**src/lsplpc_pkg.sv**
```systemverilog
// Package for the LSP to LPC converter: payload structs, widths and types.
// No dependencies.
package lsplpc_pkg;
  localparam int NumLsp = 10;
  localparam int NumStages = 5;
  localparam int CoefW = 40;

  typedef logic signed [CoefW-1:0] coef_t;

  typedef struct packed {
    logic signed [15:0] lsp_0;
    logic signed [15:0] lsp_1;
    logic signed [15:0] lsp_2;
    logic signed [15:0] lsp_3;
    logic signed [15:0] lsp_4;
    logic signed [15:0] lsp_5;
    logic signed [15:0] lsp_6;
    logic signed [15:0] lsp_7;
    logic signed [15:0] lsp_8;
    logic signed [15:0] lsp_9;
  } lsp_in_t;

  typedef struct packed {
    logic signed [15:0] lpc_1;
    logic signed [15:0] lpc_2;
    logic signed [15:0] lpc_3;
    logic signed [15:0] lpc_4;
    logic signed [15:0] lpc_5;
    logic signed [15:0] lpc_6;
    logic signed [15:0] lpc_7;
    logic signed [15:0] lpc_8;
    logic signed [15:0] lpc_9;
    logic signed [15:0] lpc_10;
    logic               clipped;
  } lpc_out_t;

  typedef coef_t poly_t [6];
endpackage

```
**src/lsplpc_merge.sv**
```systemverilog
// Merge stage: fold in 1+z^-1 / 1-z^-1, round, saturate, flag.
// Depends on lsplpc_pkg.
module lsplpc_merge import lsplpc_pkg::*; (
  input  coef_t    f1 [6],
  input  coef_t    f2 [6],
  output lpc_out_t res
);
  function automatic logic [16:0] to_q12(input coef_t v);
    coef_t r;
    r = (v + coef_t'(4096)) >>> 13;
    if (r > coef_t'(32767)) return {1'b1, 16'h7fff};
    if (r < -coef_t'(32768)) return {1'b1, 16'h8000};
    return {1'b0, r[15:0]};
  endfunction

  always_comb begin
    coef_t a [1:5];
    coef_t b [1:5];
    logic [16:0] s [1:5];
    logic [16:0] d [1:5];
    for (int i = 1; i < 6; i++) begin
      a[i] = f1[i] + f1[i-1];
      b[i] = f2[i] - f2[i-1];
      s[i] = to_q12(a[i] + b[i]);
      d[i] = to_q12(a[i] - b[i]);
    end
    res.lpc_1 = s[1][15:0];  res.lpc_2 = s[2][15:0];  res.lpc_3 = s[3][15:0];
    res.lpc_4 = s[4][15:0];  res.lpc_5 = s[5][15:0];
    res.lpc_10 = d[1][15:0]; res.lpc_9 = d[2][15:0];  res.lpc_8 = d[3][15:0];
    res.lpc_7 = d[4][15:0];  res.lpc_6 = d[5][15:0];
    res.clipped = s[1][16] | s[2][16] | s[3][16] | s[4][16] | s[5][16] |
                  d[1][16] | d[2][16] | d[3][16] | d[4][16] | d[5][16];
  end
endmodule

```
**config.mk**
```make
export PLATFORM = sky130hd
export DESIGN_NAME = lsplpc_merge
export DESIGN_NICKNAME = d
export VERILOG_FILES = /design/src/lsplpc_pkg.sv /design/src/lsplpc_merge.sv
export SDC_FILE = /design/constraint.sdc
export NUM_CORES = 2
export LEC_CHECK = 0
export BUFFER_PORTS_ARGS = -buffer_cell sky130_fd_sc_hd__buf_2
export CAP_MARGIN = 0
export CORE_AREA = 3 3 303 305
export DETAILED_ROUTE_END_ITERATION = 8
export DIE_AREA = 0 0 306 308
export PLACE_DENSITY = 0.64
export SLEW_MARGIN = 20
export SYNTH_ARGS = -nofsm -noshare
export SYNTH_HDL_FRONTEND = slang
export SYNTH_SLANG_ARGS = --single-unit
```
**constraint.sdc**
```tcl
create_clock -name vclk -period 13.4
set_input_delay 0.67 -clock vclk [all_inputs]
set_output_delay 0.67 -clock vclk [all_outputs]
set_load 0.01 [all_outputs]
```
Word-level counts from Yosys, hierarchy flattened

Index checks and enable logic that the tools add are counted.

Output and inout bits: 161
Input bits: 480
Word-level logic and storage cells: 129
Bits in registers: 0

$add $sub $neg: 30
Magnitude comparators: 20
Bitwise logic cells: 9
Muxes and demuxes: 70

Operators with widths:

| cell                                                                   | count |
|---|---|
| 17-bit two-way mux                                                     | 40 |
| 40-bit by 14-bit adder with 40-bit output, second input constant       | 10 |
| 40-bit adder                                                           | 10 |
| 40-bit subtractor                                                      | 10 |
| 27-bit by 16-bit > comparator with 1-bit output, second input constant | 10 |
| 27-bit by 16-bit < comparator with 1-bit output, second input constant | 10 |
| 1-bit two-way mux                                                      | 30 |
| 1-bit OR                                                               | 9 |

Depth between registers and ports, before layout

Depth in word-level cells: 17
Gate-level depth with buffers: 37

Worst setup path before layout

Ideal clock, no wire load.

Kind: input -> output
From: input port f2[40] in the netlist's numbering
To: output port res[53] in the netlist's numbering
Slack: 5.431 ns
Path buffers: 1
Stages on the path: 35
Data arrival time: 7.299 ns
Path through: inv_1 ha_1 inv_1 fa_1 a21o_1 a21o_1 a21oi_1 o21ai_0 a221o_1 o31ai_1 o21ai_0 nor2_1 o21bai_1 a21oi_1 nor2b_1 o21ai_0 nand2b_1 xor2_1 ha_1 inv_1 ha_1 a21oi_1 nor2b_1 o21ai_0 nand2b_1 a21oi_1 a21boi_0 a311oi_1 a31oi_1 a21oi_1 o21bai_1 xnor2_1 o41ai_1 clkbuf_1 a21o_1

RTL lines:

| what        | RTL line          | RTL |
|---|---|---|
| from (decl) | lsplpc_merge.sv:5 | `input coef_t f2 [6],` |
| to (decl)   | lsplpc_merge.sv:6 | `output lpc_out_t res` |

==> impl_metrics.json <==
{
  "clock_buffers": 0,
  "ir_worst_vdd_v": 0.0001677,
  "tightest_slew_ns": 0.9958,
  "maxClockFrequency_mhz": 96.73,
  "nFlopsAndLatches": 0,
  "multiInputGateArea_sq_um": 37190,
  "rsz0062_at_grt": "false",
  "cp_slowest_cell": "nor4_2",
  "layout.nets": 7731,
  "ctsHoldBuffers": 0,
  "fill_cells": 9126,
  "port_buffers": 641,
  "ant_nets": 0,
  "die_area_sq_um": 94250,
  "finalMaxSlewViolations": 0,
  "antenna_found_initial": 29,
  "min_period_ns": 10.34,
  "dr.pass1.iters": 5,
  "post_dp_cell_area_sq_um": 44710,
  "hpwlAfterDp_microns": 135200,
  "dr.first_iter.drc_count": 2411,
  "route.met3.wl_microns": 8656,
  "met2_length_microns": 69340,
  "grt_use_total": 0.2962,
  "die_w_microns": 306,
  "dieHeight_microns": 308,
  "crit_type": "in2out",
  "maxCapViolCount": 0,
  "whs_ns": 2.208,
  "final_cell_mix": "ha_1 (1140), inv_1 (745), buf_2 (641)",
  "cp_num_buf_inv": 5,
  "syn_inst": 5488,
  "cp_data_arrival_time_ns": 9.67,
  "viasPerCell": 5.651,
  "dp_slack_ns": 2.846,
  "hold_viol_final": 0,
  "ctsResizeCount": 0,
  "drc_errors": 0,
  "synth_nets": 7118,
  "fin_crit_sh": 0.7715,
  "worstSetupPathDepth": 37,
  "grt_max_degree": 17,
  "ys_warn_count": 0,
  "route.vias.total": 41230,
  "cp_common_cell": "o21ai_0",
  "yosysSeqAreaShare": 0,
  "post_cts_buffers": 0,
  "path_max_fanout": 16,
  "route.layer.met1.wl_microns": 65020,
  "stdcell_area_sq_um": 44770,
  "status": "finished, final reports clean",
  "rows": 110,
  "crit_path_end_kind": "output port",
  "critical_path.top_delay_family": "compound AO/OA/AOI/OAI gates",
  "gp_congestion": 0.9980,
  "wl_per_cell_microns": 20.25,
  "layout-drive-gt1-share": 0.1192,
  "p_leak_nw": 25.29,
  "relSlewSlack": 0.3341,
  "top_layer_used": "met5",
  "mostFrequentLayoutCell": "ha_1",
  "finalSetupViolCount": 0,
  "crit_path_end": "res[0]",
  "area_growth_pct": 11.64,
  "crit_path_start": "f2[40]",
  "max_stage_delay_ns": 0.69,
  "seq_area_sq_um": 0,
  "critPathRequiredTime_ns": 12.73,
  "grt_overflow": 0,
  "yosysUniqueCellTypes": 102,
  "wirelength_microns": 147800,
  "initial_core_util": 0.4476,
  "core_area_sq_um": 89600,
  "syn_area_sq_um": 40100,
  "power_density_nw_per_um2": 188.5,
  "tns_ns": 0,
  "grt_pass1_wl_microns": 219800,
  "hp-class": "in2out",
  "crit_path_start_kind": "input pin",
  "grt_pass1_vias": 39680,
  "io_pins": 641,
  "syn_area_per_cell_sq_um": 7.308,
  "fin_ws_ns": 3.062
}
## power breakdown
group             internal, W  leakage, nW  switching [W]
clock network  0.000000000126     0.000134              0
logic                 0.00331         25.3        0.00513
registers                   0            0              0
## kinds of logic after synthesis
family          count (synthesis)  share of synthesized area
simple gates                 1282                     0.1577
mux                             7                   0.001778
buf+inv                       782                    0.07366
fa+ha+maj                    1150                     0.3607
compound gates               1656                     0.2707
xor+xnor                      611                     0.1355
## Yosys cell counts (all sizes together), types with 9 or more instances
master,n,area [sq um]
ha,1140,14260
inv,745,2796
a21oi,483,2429
xnor2,386,3418
a21o,363,2726
nand2,340,1281
nor2,308,1159
o21ai,285,1426
xor2,222,1944
nand3,102,510.5
nor2b,100,625.6
o21a,94,705.7
o21bai,81,611.8
nand2b,80,500.5
nor3,80,400.4
nand4,63,394.1
a31oi,43,305.3
a211oi,39,297.8
and3,37,231.5
nor4,30,187.7
clkbuf,29,108.9
o31ai,28,210.2
o211ai,27,202.7
or3,27,168.9
and2,25,156.4
or2,25,156.4
a21boi,21,157.7
a31o,20,175.2
and4,19,167.7
a2111oi,17,157.7
a211o,16,141.4
o2111ai,15,131.4
a41oi,13,113.9
a311oi,12,111.4
o31a,11,97.59
a41o,10,100.1
fa,10,200.2
nand3b,10,75.07
o22ai,9,62.56
o41ai,9,105.1
## how the worst min path moves through the flow
stage          slack, ns      end     from  cells after the start
5_1_grt             2.24  res[16]  f1[238]                      7
4_1_cts             2.21  res[16]  f1[238]                      7
6_report            2.21  res[16]  f1[238]                      7
2_1_floorplan       1.90  res[16]  f1[238]                      5
3_3_place_gp        2.19  res[16]  f1[238]                      7
3_5_place_dp        2.20  res[16]  f1[238]                      7
## layer usage
| metal | vias to the layer above | global-route usage |
|---|---|---|
| met5 | - | 0 |
| met4 | 2 | 0.08319 |
| met3 | 169 | 0.02218 |
| met2 | 1189 | 0.5288 |
| met1 | 19120 | 0.3818 |
| li1 | 20750 | - |
## area by class of cell
type	instances	area share
antenna	21	0.001174
timing repair buffer	648	0.07282
inverter	745	0.06246
tap	1176	0.03286
multi-input combinational	4706	0.8307
## worst min-delay path: stages
cell     delay, ns
buf_2         0.08
ha_1          0.13
a21o_1        0.08
a31oi_1       0.04
xnor2_1       0.17
xnor2_1       0.20
buf_2         0.17
## per-stage QoR
stage	utilization	total power, W	instances
after global routing	0.4996	0.009233	7293
after global placement	0.4990	0.008273	7275
final	0.4997	0.008442	7296
after floorplan	-	0.005606	5488
after detailed placement	0.4990	0.008303	7275
after CTS	0.4990	0.008373	7275
Power figures use the tool's default switching activity.
